`src/rtl/core/assert_macros.svh`:
```
// ----------------------------------------------------------------------------
// assert_macros.svh
// Concurrent assertion helpers, clocked on i_clk, disabled during reset.
// ----------------------------------------------------------------------------
`ifndef ASSERT_MACROS_SVH
`define ASSERT_MACROS_SVH

`ifndef SYNTHESIS

// property must hold at every clock edge outside reset
`define ASSERT_PROP(label, prop, msg) \
    label: assert property (@(posedge i_clk) disable iff (!i_rst_n) (prop)) \
        else $error(msg);

// expression must never be true outside reset
`define ASSERT_NEVER(label, expr, msg) \
    label: assert property (@(posedge i_clk) disable iff (!i_rst_n) !(expr)) \
        else $error(msg);

`else

`define ASSERT_PROP(label, prop, msg)
`define ASSERT_NEVER(label, expr, msg)

`endif

`endif

```
`src/rtl/core/cbmi_pkg.sv`:
```
// ----------------------------------------------------------------------------
// cbmi_pkg
// Shared types and constants of the capped body motion integrator.
// ----------------------------------------------------------------------------
`default_nettype none

package cbmi_pkg;

    localparam int DATA_W    = 32;
    localparam int DT_W      = 16;
    localparam int CAP_W     = 31;
    localparam int CFG_IDX_W = 3;
    localparam int MUL_A_W   = 34;
    localparam int PROD_W    = MUL_A_W + DT_W + 1;

    // Q16.16 constants
    localparam logic signed [DATA_W-1:0] GRAVITY_Y     = -32'sd642253;
    localparam logic signed [DATA_W-1:0] GRAVITY_LIMIT = -32'sd2293760;
    localparam logic [CAP_W-1:0]         CAP_RESET     = 31'd3932160;

    typedef enum logic [0:0] {
        OP_TICK      = 1'b0,
        OP_SET_ACCEL = 1'b1
    } t_opcode;

    typedef enum logic [CFG_IDX_W-1:0] {
        CFG_BODY_STATIC    = 3'd0,
        CFG_GRAVITY_ENABLE = 3'd1,
        CFG_DRAG_ENABLE    = 3'd2,
        CFG_SPEED_CAP_X    = 3'd3,
        CFG_SPEED_CAP_Y    = 3'd4
    } t_cfg_idx;

    typedef struct packed {
        logic             body_static;
        logic             gravity_enable;
        logic             drag_enable;
        logic [CAP_W-1:0] speed_cap_x;
        logic [CAP_W-1:0] speed_cap_y;
    } t_cfg;

    typedef struct packed {
        logic signed [DATA_W-1:0] move_x;
        logic signed [DATA_W-1:0] move_y;
        logic signed [DATA_W-1:0] speed_x;
        logic signed [DATA_W-1:0] speed_y;
    } t_result;

    typedef enum logic [1:0] {
        S_IDLE,
        S_CLAMP,
        S_MUL,
        S_DONE
    } t_state;

    // multiplier schedule, one operand per step
    typedef enum logic [2:0] {
        STEP_AX_DT   = 3'd0,
        STEP_VX_DT   = 3'd1,
        STEP_ADTX_DT = 3'd2,
        STEP_AY_DT   = 3'd3,
        STEP_VY_DT   = 3'd4,
        STEP_ADTY_DT = 3'd5,
        STEP_AYG_DT  = 3'd6,
        STEP_VEL_Y   = 3'd7
    } t_step;

endpackage

`default_nettype wire

```
`src/rtl/core/cbmi_cfg.sv`:
```
// ----------------------------------------------------------------------------
// cbmi_cfg
// Configuration register file, written through a plain write port.
// ----------------------------------------------------------------------------
`default_nettype none

module cbmi_cfg (
    input  wire logic                           i_clk,
    input  wire logic                           i_rst_n,
    input  wire logic                           i_cfg_we,
    input  wire logic [cbmi_pkg::CFG_IDX_W-1:0] i_cfg_idx,
    input  wire logic [cbmi_pkg::CAP_W-1:0]     i_cfg_data,
    output cbmi_pkg::t_cfg                      o_cfg
);
    import cbmi_pkg::*;

    t_cfg r_cfg;

    always_ff @(posedge i_clk) begin
        if (!i_rst_n) begin
            r_cfg.body_static    <= 1'b0;
            r_cfg.gravity_enable <= 1'b0;
            r_cfg.drag_enable    <= 1'b0;
            r_cfg.speed_cap_x    <= CAP_RESET;
            r_cfg.speed_cap_y    <= CAP_RESET;
        end else if (i_cfg_we) begin
            unique case (t_cfg_idx'(i_cfg_idx))
                CFG_BODY_STATIC:    r_cfg.body_static    <= i_cfg_data[0];
                CFG_GRAVITY_ENABLE: r_cfg.gravity_enable <= i_cfg_data[0];
                CFG_DRAG_ENABLE:    r_cfg.drag_enable    <= i_cfg_data[0];
                CFG_SPEED_CAP_X:    r_cfg.speed_cap_x    <= i_cfg_data;
                CFG_SPEED_CAP_Y:    r_cfg.speed_cap_y    <= i_cfg_data;
                default: ;  // unmapped index, write dropped
            endcase
        end
    end

    assign o_cfg = r_cfg;

endmodule

`default_nettype wire

```
`src/rtl/core/cbmi_mul.sv`:
```
// ----------------------------------------------------------------------------
// cbmi_mul
// Shared signed by time-step multiplier with a registered product.
// ----------------------------------------------------------------------------
`default_nettype none

module cbmi_mul (
    input  wire logic                                i_clk,
    input  wire logic signed [cbmi_pkg::MUL_A_W-1:0] i_a,
    input  wire logic [cbmi_pkg::DT_W-1:0]           i_dt,
    output logic signed [cbmi_pkg::PROD_W-1:0]       o_prod
);
    import cbmi_pkg::*;

    logic signed [PROD_W-1:0] r_prod;
    logic signed [DT_W:0]     dt_s;

    assign dt_s = $signed({1'b0, i_dt});

    always_ff @(posedge i_clk) begin
        r_prod <= PROD_W'(i_a) * PROD_W'(dt_s);
    end

    assign o_prod = r_prod;

endmodule

`default_nettype wire

```
`src/rtl/core/cbmi_seq.sv`:
```
// ----------------------------------------------------------------------------
// cbmi_seq
// Tick sequencer and datapath: clamp, schedule of seven products through
// the shared multiplier, displacement, velocity update and drag.
// ----------------------------------------------------------------------------
`default_nettype none

`include "assert_macros.svh"

module cbmi_seq (
    input  wire logic                                i_clk,
    input  wire logic                                i_rst_n,
    input  wire cbmi_pkg::t_cfg                      i_cfg,
    input  wire logic                                i_in_valid,
    output logic                                     o_in_ready,
    input  wire logic                                i_opcode,
    input  wire logic [cbmi_pkg::DT_W-1:0]           i_time_step,
    input  wire logic signed [cbmi_pkg::DATA_W-1:0]  i_accel_x_in,
    input  wire logic signed [cbmi_pkg::DATA_W-1:0]  i_accel_y_in,
    output logic signed [cbmi_pkg::MUL_A_W-1:0]      o_mul_a,
    output logic [cbmi_pkg::DT_W-1:0]                o_mul_dt,
    input  wire logic signed [cbmi_pkg::PROD_W-1:0]  i_prod,
    output logic                                     o_res_valid,
    input  wire logic                                i_res_ready,
    output cbmi_pkg::t_result                        o_res
);
    import cbmi_pkg::*;

    function automatic logic signed [DATA_W-1:0] sat32(input logic signed [DATA_W+1:0] x);
        logic signed [DATA_W+1:0] hi;
        logic signed [DATA_W+1:0] lo;
        hi = (DATA_W+2)'({1'b0, {(DATA_W-1){1'b1}}});
        lo = -hi - (DATA_W+2)'(1);
        if (x > hi) begin
            return hi[DATA_W-1:0];
        end else if (x < lo) begin
            return lo[DATA_W-1:0];
        end
        return x[DATA_W-1:0];
    endfunction

    t_state r_state, n_state;
    t_step  r_step;

    logic signed [DATA_W-1:0] r_vel_x, r_vel_y;
    logic signed [DATA_W-1:0] r_acc_x, r_acc_y;
    logic signed [DATA_W-1:0] r_vx, r_vy;      // clamped velocity
    logic signed [DATA_W:0]   r_ay_g;          // y acceleration with gravity
    logic signed [DATA_W-1:0] r_adt;           // floor(a*dt / 2^16)
    logic signed [48:0]       r_acc;           // v*dt
    logic signed [DATA_W-1:0] r_mx, r_my;
    logic [DT_W-1:0]          r_dt;

    logic                     accept;
    logic signed [DATA_W-1:0] cap_x, cap_y;
    logic signed [DATA_W-1:0] clamp_x, clamp_y;
    logic signed [DATA_W-1:0] disp;
    logic signed [48:0]       disp_sum;
    logic signed [DATA_W-1:0] vel_x_new, vel_y_new, vel_x_drag;
    logic signed [DATA_W:0]   drag_s, drag_d;
    logic [19:0]              drag;

    assign accept = i_in_valid && o_in_ready;

    // ---- next state
    always_comb begin
        n_state = r_state;
        unique case (r_state)
            S_IDLE: begin
                if (accept && t_opcode'(i_opcode) == OP_TICK) begin
                    n_state = i_cfg.body_static ? S_DONE : S_CLAMP;
                end
            end
            S_CLAMP: n_state = S_MUL;
            S_MUL: begin
                if (r_step == STEP_VEL_Y) begin
                    n_state = S_DONE;
                end
            end
            S_DONE: begin
                if (i_res_ready) begin
                    n_state = S_IDLE;
                end
            end
            default: n_state = S_IDLE;
        endcase
    end

    // ---- outputs
    always_comb begin
        o_in_ready  = 1'b0;
        o_res_valid = 1'b0;
        unique case (r_state)
            S_IDLE:  o_in_ready  = 1'b1;
            S_DONE:  o_res_valid = 1'b1;
            default: ;
        endcase
    end

    assign o_res.move_x  = r_mx;
    assign o_res.move_y  = r_my;
    assign o_res.speed_x = r_vel_x;
    assign o_res.speed_y = r_vel_y;

    // ---- multiplier operand
    always_comb begin
        case (r_step)
            STEP_AX_DT:   o_mul_a = MUL_A_W'(r_acc_x);
            STEP_VX_DT:   o_mul_a = MUL_A_W'(r_vx);
            STEP_ADTX_DT: o_mul_a = MUL_A_W'(r_adt);
            STEP_AY_DT:   o_mul_a = MUL_A_W'(r_acc_y);
            STEP_VY_DT:   o_mul_a = MUL_A_W'(r_vy);
            STEP_ADTY_DT: o_mul_a = MUL_A_W'(r_adt);
            default:      o_mul_a = MUL_A_W'(r_ay_g);
        endcase
    end
    assign o_mul_dt = r_dt;

    // ---- datapath helpers
    assign cap_x   = $signed({1'b0, i_cfg.speed_cap_x});
    assign cap_y   = $signed({1'b0, i_cfg.speed_cap_y});
    assign clamp_x = (r_vel_x > cap_x) ? cap_x : ((r_vel_x < -cap_x) ? -cap_x : r_vel_x);
    assign clamp_y = (r_vel_y > cap_y) ? cap_y : ((r_vel_y < -cap_y) ? -cap_y : r_vel_y);

    // v*dt + floor(adt*dt / 2), then floor / 2^16
    assign disp_sum = r_acc + 49'($signed(i_prod[47:1]));
    assign disp     = sat32((DATA_W+2)'($signed(disp_sum[48:16])));

    assign vel_x_new = sat32((DATA_W+2)'(r_vx) + (DATA_W+2)'(r_adt));
    assign vel_y_new = sat32((DATA_W+2)'(r_vy) + (DATA_W+2)'($signed(i_prod[48:16])));

    // drag = 14*dt, moves x velocity toward zero without crossing
    assign drag   = {r_dt, 4'b0} - {3'b0, r_dt, 1'b0};
    assign drag_s = $signed({13'b0, drag});
    always_comb begin
        drag_d     = '0;
        vel_x_drag = r_vel_x;
        if (r_vel_x > 0) begin
            drag_d     = (DATA_W+1)'(r_vel_x) - drag_s;
            vel_x_drag = (drag_d <= 0) ? '0 : drag_d[DATA_W-1:0];
        end else if (r_vel_x < 0) begin
            drag_d     = (DATA_W+1)'(r_vel_x) + drag_s;
            vel_x_drag = (drag_d >= 0) ? '0 : drag_d[DATA_W-1:0];
        end
    end

    // ---- control and body state
    always_ff @(posedge i_clk) begin
        if (!i_rst_n) begin
            r_state <= S_IDLE;
            r_step  <= STEP_AX_DT;
            r_vel_x <= '0;
            r_vel_y <= '0;
            r_acc_x <= '0;
            r_acc_y <= '0;
        end else begin
            r_state <= n_state;
            if (accept && t_opcode'(i_opcode) == OP_SET_ACCEL) begin
                r_acc_x <= i_accel_x_in;
                r_acc_y <= i_accel_y_in;
            end
            if (r_state == S_MUL) begin
                r_step <= t_step'(r_step + 3'd1);
                case (r_step)
                    STEP_AY_DT:  r_vel_x <= vel_x_new;
                    STEP_VY_DT:  r_vel_x <= i_cfg.drag_enable ? vel_x_drag : r_vel_x;
                    STEP_VEL_Y: begin
                        r_vel_y <= vel_y_new;
                        r_acc_x <= '0;
                        r_acc_y <= '0;
                    end
                    default: ;
                endcase
            end else begin
                r_step <= STEP_AX_DT;
            end
        end
    end

    // ---- working registers
    always_ff @(posedge i_clk) begin
        if (accept) begin
            r_dt <= i_time_step;
            r_mx <= '0;
            r_my <= '0;
        end
        if (r_state == S_CLAMP) begin
            r_vx <= clamp_x;
            r_vy <= clamp_y;
        end
        if (r_state == S_MUL) begin
            case (r_step)
                STEP_AX_DT: begin
                    r_ay_g <= (DATA_W+1)'(r_acc_y) +
                              ((i_cfg.gravity_enable && r_vy > GRAVITY_LIMIT) ?
                               (DATA_W+1)'(GRAVITY_Y) : '0);
                end
                STEP_VX_DT:   r_adt <= i_prod[47:16];
                STEP_ADTX_DT: r_acc <= i_prod[48:0];
                STEP_AY_DT:   r_mx  <= disp;
                STEP_VY_DT:   r_adt <= i_prod[47:16];
                STEP_ADTY_DT: r_acc <= i_prod[48:0];
                STEP_AYG_DT:  r_my  <= disp;
                default: ;
            endcase
        end
    end

    // ---- checks
    `ASSERT_NEVER(a_ready_while_result, o_in_ready && o_res_valid, "ready while result pending")
    `ASSERT_PROP(a_static_tick_direct, accept && t_opcode'(i_opcode) == OP_TICK && i_cfg.body_static |=> o_res_valid && r_mx == 0 && r_my == 0, "static tick must give zero move")
    `ASSERT_PROP(a_set_accel_no_result, accept && t_opcode'(i_opcode) == OP_SET_ACCEL |=> o_in_ready, "set acceleration must not start a tick")
    `ASSERT_PROP(a_result_held, o_res_valid && !i_res_ready |=> o_res_valid && $stable(o_res), "result changed while stalled")
    `ASSERT_PROP(a_step_idle, r_state != S_MUL |=> r_step == STEP_AX_DT, "step counter not rewound")

endmodule

`default_nettype wire

```
`src/rtl/core/capped_body_motion_integrator.sv`:
```
// ----------------------------------------------------------------------------
// capped_body_motion_integrator
// 2-D Euler motion step for one body in Q16.16, with speed caps, gravity
// and horizontal drag; top level with output register.
// ----------------------------------------------------------------------------
// Usage:
//   Input channel i_in_valid / o_in_ready carries opcode, time step and
//   acceleration. A set-acceleration transaction stores the pending
//   acceleration and gives no result; the block is ready again next cycle.
//   A tick transaction produces one result (move and speed) on the
//   o_out_valid / i_out_ready channel.
//   A moving tick goes from acceptance through the clamp state and the
//   schedule of the shared 34x17 multiplier, which forms the seven
//   products of the step, and then loads the output register.
//   A tick of a static body skips both and goes straight to the result
//   state. Input is accepted only once the sequencer is idle, so a new
//   transaction is not taken before the previous tick has finished.
//   The output register holds a result while the receiver stalls; the
//   sequencer can accept and compute the next transaction meanwhile and
//   waits only when it has a second result ready.
//   Reset (synchronous, active low) clears velocity and pending
//   acceleration, restores the configuration defaults and empties the
//   output register. Configuration is written through i_cfg_we; the user
//   must do so only while idle, as the block itself does not enforce it.
`default_nettype none

module capped_body_motion_integrator (
    input  wire logic                                i_clk,
    input  wire logic                                i_rst_n,
    input  wire logic                                i_cfg_we,
    input  wire logic [cbmi_pkg::CFG_IDX_W-1:0]      i_cfg_idx,
    input  wire logic [cbmi_pkg::CAP_W-1:0]          i_cfg_data,
    input  wire logic                                i_in_valid,
    output logic                                     o_in_ready,
    input  wire logic                                i_opcode,
    input  wire logic [cbmi_pkg::DT_W-1:0]           i_time_step,
    input  wire logic signed [cbmi_pkg::DATA_W-1:0]  i_accel_x_in,
    input  wire logic signed [cbmi_pkg::DATA_W-1:0]  i_accel_y_in,
    output logic                                     o_out_valid,
    input  wire logic                                i_out_ready,
    output logic signed [cbmi_pkg::DATA_W-1:0]       o_move_x,
    output logic signed [cbmi_pkg::DATA_W-1:0]       o_move_y,
    output logic signed [cbmi_pkg::DATA_W-1:0]       o_speed_x,
    output logic signed [cbmi_pkg::DATA_W-1:0]       o_speed_y
);
    import cbmi_pkg::*;

    t_cfg                     cfg;
    t_result                  res;
    t_result                  r_out;
    logic                     r_out_valid;
    logic                     res_valid;
    logic                     res_ready;
    logic signed [MUL_A_W-1:0] mul_a;
    logic [DT_W-1:0]          mul_dt;
    logic signed [PROD_W-1:0] prod;

    cbmi_cfg u_cfg (
        .i_clk      (i_clk),
        .i_rst_n    (i_rst_n),
        .i_cfg_we   (i_cfg_we),
        .i_cfg_idx  (i_cfg_idx),
        .i_cfg_data (i_cfg_data),
        .o_cfg      (cfg)
    );

    cbmi_mul u_mul (
        .i_clk  (i_clk),
        .i_a    (mul_a),
        .i_dt   (mul_dt),
        .o_prod (prod)
    );

    cbmi_seq u_seq (
        .i_clk        (i_clk),
        .i_rst_n      (i_rst_n),
        .i_cfg        (cfg),
        .i_in_valid   (i_in_valid),
        .o_in_ready   (o_in_ready),
        .i_opcode     (i_opcode),
        .i_time_step  (i_time_step),
        .i_accel_x_in (i_accel_x_in),
        .i_accel_y_in (i_accel_y_in),
        .o_mul_a      (mul_a),
        .o_mul_dt     (mul_dt),
        .i_prod       (prod),
        .o_res_valid  (res_valid),
        .i_res_ready  (res_ready),
        .o_res        (res)
    );

    // output register frees the sequencer while the receiver stalls
    assign res_ready = !r_out_valid || i_out_ready;

    always_ff @(posedge i_clk) begin
        if (!i_rst_n) begin
            r_out_valid <= 1'b0;
        end else if (res_ready) begin
            r_out_valid <= res_valid;
        end
    end

    always_ff @(posedge i_clk) begin
        if (res_ready && res_valid) begin
            r_out <= res;
        end
    end

    assign o_out_valid = r_out_valid;
    assign o_move_x    = r_out.move_x;
    assign o_move_y    = r_out.move_y;
    assign o_speed_x   = r_out.speed_x;
    assign o_speed_y   = r_out.speed_y;

endmodule

`default_nettype wire
```
`config.mk`:
```
export PLATFORM = sky130hd
export DESIGN_NAME = capped_body_motion_integrator
export DESIGN_NICKNAME = d
export VERILOG_FILES = /design/src/rtl/core/cbmi_pkg.sv /design/src/rtl/core/cbmi_cfg.sv /design/src/rtl/core/cbmi_mul.sv /design/src/rtl/core/cbmi_seq.sv /design/src/rtl/core/capped_body_motion_integrator.sv
export VERILOG_INCLUDE_DIRS = /design/src /design/src/rtl/core
export SDC_FILE = /design/constraint.sdc
export NUM_CORES = 2
export LEC_CHECK = 0
export ABC_AREA = 1
export BUFFER_PORTS_ARGS = -buffer_cell sky130_fd_sc_hd__buf_2
export CORE_UTILIZATION = 40
export DETAILED_ROUTE_END_ITERATION = 12
export GPL_ROUTABILITY_DRIVEN = 0
export PLACE_DENSITY = 0.6
export SLEW_MARGIN = 20
export SYNTH_ARGS = -nofsm -noshare
export SYNTH_HDL_FRONTEND = slang
export SYNTH_SLANG_ARGS = --single-unit
```
`constraint.sdc`:
```
create_clock -name i_clk -period 11.35 [get_ports i_clk]
set_input_delay 2.27 -clock i_clk [delete_from_list [all_inputs] [get_ports i_clk]]
set_output_delay 2.27 -clock i_clk [all_outputs]
set_load 0.005 [all_outputs]
```
; Word-level counts from Yosys, hierarchy flattened
; Index checks and enable logic that the tools add are counted.
[totals]
reg_bits = 634
input_bits = 120
word_cells = 144
[op_classes]
add_sub_neg = 10
multipliers = 1
magnitude_cmp = 15
n_eq_ne = 19
mux = 46
bitwise_logic = 1
n_reduce_logical = 25
[ops]
columns = operator, n
row1 = 32-bit 2-to-1 mux, 28
row2 = 34-bit one-hot mux with 5 select lines, 1
row3 = "34-bit by 32-bit greater-than comparator with 1-bit output, second input constant", 2
row4 = "34-bit by 32-bit less-than comparator with 1-bit output, second input constant", 2
row5 = 32-bit greater-than comparator, 2
row6 = 32-bit less-than comparator, 2
row7 = 31-bit negator with 32-bit output, 2
row8 = 32-bit one-hot mux with 2 select lines, 1
row9 = 31-bit 2-to-1 mux, 2
row10 = 49-bit by 47-bit adder with 49-bit output, 1
row11 = 34-bit by 17-bit multiplier with 49-bit output, 1
row12 = 32-bit by 33-bit adder with 34-bit output, 1
row13 = 32-bit by 21-bit adder with 33-bit output, 1
row14 = 32-bit by 32-bit adder with 33-bit output, 1
row15 = 33-bit adder, 1
row16 = "33-bit by 1-bit >= comparator with 1-bit output, second input constant", 1
row17 = "33-bit by 32-bit greater-than comparator with 1-bit output, second input constant", 1
row18 = "33-bit by 1-bit <= comparator with 1-bit output, second input constant", 1
row19 = "33-bit by 32-bit less-than comparator with 1-bit output, second input constant", 1
row20 = 33-bit 2-to-1 mux, 1
row21 = 32-bit by 21-bit subtractor with 33-bit output, 1
row22 = "32-bit by 1-bit greater-than comparator with 1-bit output, second input constant", 1
row23 = "32-bit by 23-bit greater-than comparator with 1-bit output, second input constant", 1
row24 = "32-bit by 1-bit less-than comparator with 1-bit output, second input constant", 1
row25 = other kinds (24), 60

; Longest topological paths before layout
[depth]
word_depth = 8
ltp_mapped = 38
mapped_depth_nobuf = 35

; Hierarchy
; A second synthesis with hierarchy kept.
[unflattened]
cells_unflattened = 8056
hier_area_um2 = 60795.8
[modules_own_cells]
columns = mod, n_inst, cells_per_inst, area_each_um2, seq_area_each_um2
row1 = cbmi_seq, 1, 4526, 32271.0, 9769.4
row2 = cbmi_mul, 1, 3010, 21992.3, 1021.0
row3 = capped_body_motion_integrator, 1, 135, 3895.0, 3863.7
row4 = cbmi_cfg, 1, 385, 2637.5, 1301.2

; Least setup slack after synthesis
; OpenSTA, ideal clock, no wires.
[synth_timing]
path_type = input -> register
start = input i_out_ready
end = register r_out, in the netlist o_move_x[0], enable pin
setup_ps = 657
arrival_time_ps = 8469
path_slack_ps = 2224
path_stages = 2
n_path_buf = 0
cell_sequence = inv_1 a21oi_1
[synth_between]
elab_chain_len = 2
[synth_lines]
columns = element, line
row1 = start: declaration, capped_body_motion_integrator.sv:40  ; input wire logic i_out_ready,
row2 = 1-bit logical OR, capped_body_motion_integrator.sv:93  ; assign res_ready = !r_out_valid || i_out_ready;
row3 = 1-bit logical AND, capped_body_motion_integrator.sv:104  ; if (res_ready && res_valid) begin
row4 = end signal: assignment, capped_body_motion_integrator.sv:105  ; r_out <= res;
row5 = end: declaration, capped_body_motion_integrator.sv:50  ; t_result r_out;
; No other way between the ends.
; A chain may end at the register's enable or synchronous reset.

; Final worst setup path
[layout_timing]
start = register u_seq.r_step[2]
end = register u_mul.r_prod[34] (netlist: u_mul.o_prod[34])
[layout_between]
elab_chain_len = 4
elab_cells_between_ends = 9
classes_between = mul (1) / eq/ne (5) / mux (1) / reduce/logical (2)
[layout_lines]
columns = element, line
row1 = start: declaration, cbmi_seq.sv:43  ; t_step r_step;
row2 = start signal: assignment, cbmi_seq.sv:163  ; r_step <= t_step'(r_step + 3'd1);
row3 = 3-bit by 2-bit == test with 1-bit output / 3-bit == test (equally long branches), cbmi_seq.sv:107  ; case (r_step)
row4 = 2-bit OR reduction (no source line), --
row5 = 34-bit one-hot mux with 5 select lines (*), cbmi_seq.sv:107
row6 = 34-bit by 17-bit multiplier with 49-bit output (*), cbmi_mul.sv:21  ; r_prod <= PROD_W'(i_a) * PROD_W'(dt_s);
row7 = end signal: assignment, cbmi_mul.sv:21
row8 = end: declaration, cbmi_mul.sv:15  ; logic signed [PROD_W-1:0] r_prod;
; Every way passes the cells marked *; elsewhere a longest branch is shown, timed or not.

==> out/qor.csv <==
stage,metric,value,unit
layout,final core occ,44.36,%
placed_design,port buffer count,249,
flow_run,Max Cap Viol,0,
yosys,synthesis-stage register bit count,634,
yosys,ranking of synthesized cells by area,"fa_1 17%, edfxtp_1 17%, dfxtp_1 11%, ha_1 9.6%, nand2_1 9.1%",
grt,number of antenna violations at the first check in global routing,6,
die,Die Y,381.4,um
clocking,"CTS clk-pin slew, worst paths",70,ps
yosys,Yosys top cell by area,fa_1,
placed_design,post-DP HPWL,160600,um
route,M1 WL,86490,um
critical_path,crit path buf inv count,10,
route,1st-iter DRT viols,5291,
grt,total track usage,27.03,%
sta,final hold vios,0,
route,Routed wire per std cell,21.50,um
clocking,Max clock buf depth,3,
yosys,share of synthesized flip-flops with an asynchronous set or reset,0,%
clocking,clk sinks,634,
die,# IOs,250,
clocking,CTS Hold Bufs,0,
sta,unrepaired setup endpoints after global routing,no,
critical_path,CP Capture Type,flip-flop,
clocking,H-tree Lvls,3,
clocking,clock insertion delay at the later pin of the skew report,700,ps
yosys,Mapped Cells,7194,
critical_path,cell family with most CP delay,adder cells,
die,CORE AREA,142300,um2
route,DR vias/cell,5.493,
grt,GRT overflow,0,
critical_path,CP Launch Type,flip-flop,
route,Final Routed Wirelength,199900,um
route,highest metal layer with signal wires,met5,
sta,Final Max Tran Viols,0,
grt,first-pass GRT wire length,299700,um
sta,Max transition margin,22.56,%
grt,vias in the first global route,48741,
route,Detail Route Antenna Nets,0,
clocking,clock root buffer,clkbuf_16,
sta,setup_tns,0,ps
yosys,synthesized net count,8257,
clocking,CTS tree,done,
layout,P&R area growth vs syn,9.583,%
sta,worst-margin pin slew,1150,ps
clocking,total CTS buffers,70,
critical_path,critical-path maximum fanout,37,
route,post-route DRC violation count,0,
die,Starting Density,40.48,%
die,die area,145500,um2
yosys,average size of a mapped cell,8.005,um2
critical_path,CP Class,flip-flop to flip-flop,
outcome,status,"complete, no violations",
layout,share of layout cells above drive strength 1,7.469,%
yosys,Main synth FF type,edfxtp_1,
critical_path,CP max-delay cell,inv_2,
layout,FILL cells,14370,
grt,largest net degree at the start of global routing,82,
yosys,top cell type's share of synthesized area,17.49,%
die,site row count,138,
route,vias,51060,
yosys,"Seq/Total Area, Yosys",27.64,%
die,DIE WIDTH,381.4,um
layout,"commonest non-fill, non-tap cells in the layout","1398 x nand2_1, 1193 x inv_1, 707 x nor2_1",
layout,Total Nets Final,8409,
critical_path,CP peak stage delay,560,ps
yosys,Unique masters post-synth,68,
sta,Peak Freq,105.8,MHz
sta,Final Critical Period,9451,ps
layout,"commonest non-fill, non-tap cell in the layout",nand2_1,
clocking,# Post-CTS Setup Buffers,0,
route,First-pass DRT Iterations,10,
route,Met3 Wirelength,20680,um
yosys,number of synthesized flops with an enable pin,322,
yosys,"Cell Area, Synth",57590,um2
sta,fin crit share,83.27,%
sta,# setup viols final,0,
yosys,YS warnings,0,
critical_path,Critical Path AT,10060,ps
clocking,PostCTS Resize Cnt,0,
critical_path,WP data required,11960,ps
sta,Worst Skew,44.71,ps
worst_hold_path,Hold Path Class,flip-flop to flip-flop,
route,WL met2,84470,um
## through the flow
step                worst slack [ps]  hold WS, ps  instances  cell area, um2
detailed placement              2115        406.4       9163           60700
floorplan                       2224        385.5       7194           57590
global placement                2287        388.6       9163           60700
global route                    1405        440.7       9294           63100
CTS                             2081        423.8       9293           63080
finish                          1899        420.5       9296           63110
## cell usage after synthesis, types with 24 or more instances
cell and n:
clkbuf_1 153, xnor2_1 69, nand2_1 1402, xor2_1 198, nand4_1 58, ha_1 440, nor4_1 29, nor3_1 59
inv_1 1193, nor2_1 710, a21oi_1 502, edfxtp_1 322, o211ai_1 29, o21ai_0 383, a211oi_1 78, a31oi_1 52
buf_2 38, inv_2 24, dfxtp_1 312, nand3_1 304, fa_1 503
## state kept, by name (all words and copies together) (netlist names), 3 cells and up
name            flops
o_move_x           32
u_seq.r_vy         32
u_seq.r_adt        32
o_speed_x          32
o_move_y           32
u_seq.r_acc_x      32
o_speed_y          32
u_seq.r_mx         32
u_seq.r_vel_x      32
u_seq.r_ay_g       33
u_seq.r_acc        49
u_seq.r_vx         32
u_cfg.o_cfg        65
u_seq.r_acc_y      32
u_seq.o_mul_dt     16
u_mul.o_prod       49
u_seq.r_my         32
u_seq.r_vel_y      32
u_seq.r_step        3
## layer usage
| layer | GRT usage [%] | vias up |
|---|---|---|
| met3 | 6.673 | 442 |
| met5 | 0 | - |
| met1 | 37.70 | 24541 |
| met4 | 9.408 | 8 |
| li1 | - | 23545 |
| met2 | 40.54 | 2524 |
## logic make-up after synthesis
logic type	count (synthesis)	share of synthesized area, %
buf+inv	1462	9.809
xor+xnor	268	4.089
flops	634	27.64
simple gates	2653	19.17
fa+ha+maj	943	27.04
compound gates	1234	12.26
## area by class of cell
class	instances	area (um2)	area share, %
repair buffers	310	1712	2.712
flip-flops and latches	634	15920	25.22
clock buffers	91	1902	3.014
diodes	2	5.005	0.007930
clock inverters	39	476.7	0.7554
well taps	1890	2365	3.747
multi-input cells	5098	36110	57.22
inverters	1232	4624	7.328
## path summary, 6_finish.rpt
path	startpoint	to	slack (ps)	depth (start not counted)
worst max-delay path	u_seq.r_step[2]	u_mul.o_prod[34]	1900	32
worst min register to register	u_mul.o_prod[0]	u_seq.r_acc[0]	420	0
worst min-delay path	u_mul.o_prod[0]	u_seq.r_acc[0]	420	0
worst max register to register	u_seq.r_step[2]	u_mul.o_prod[34]	1900	32
Power is left out: the tool's default activity adds up to more than one toggle a clock period on the data nets, which glitch-free logic cannot reach.
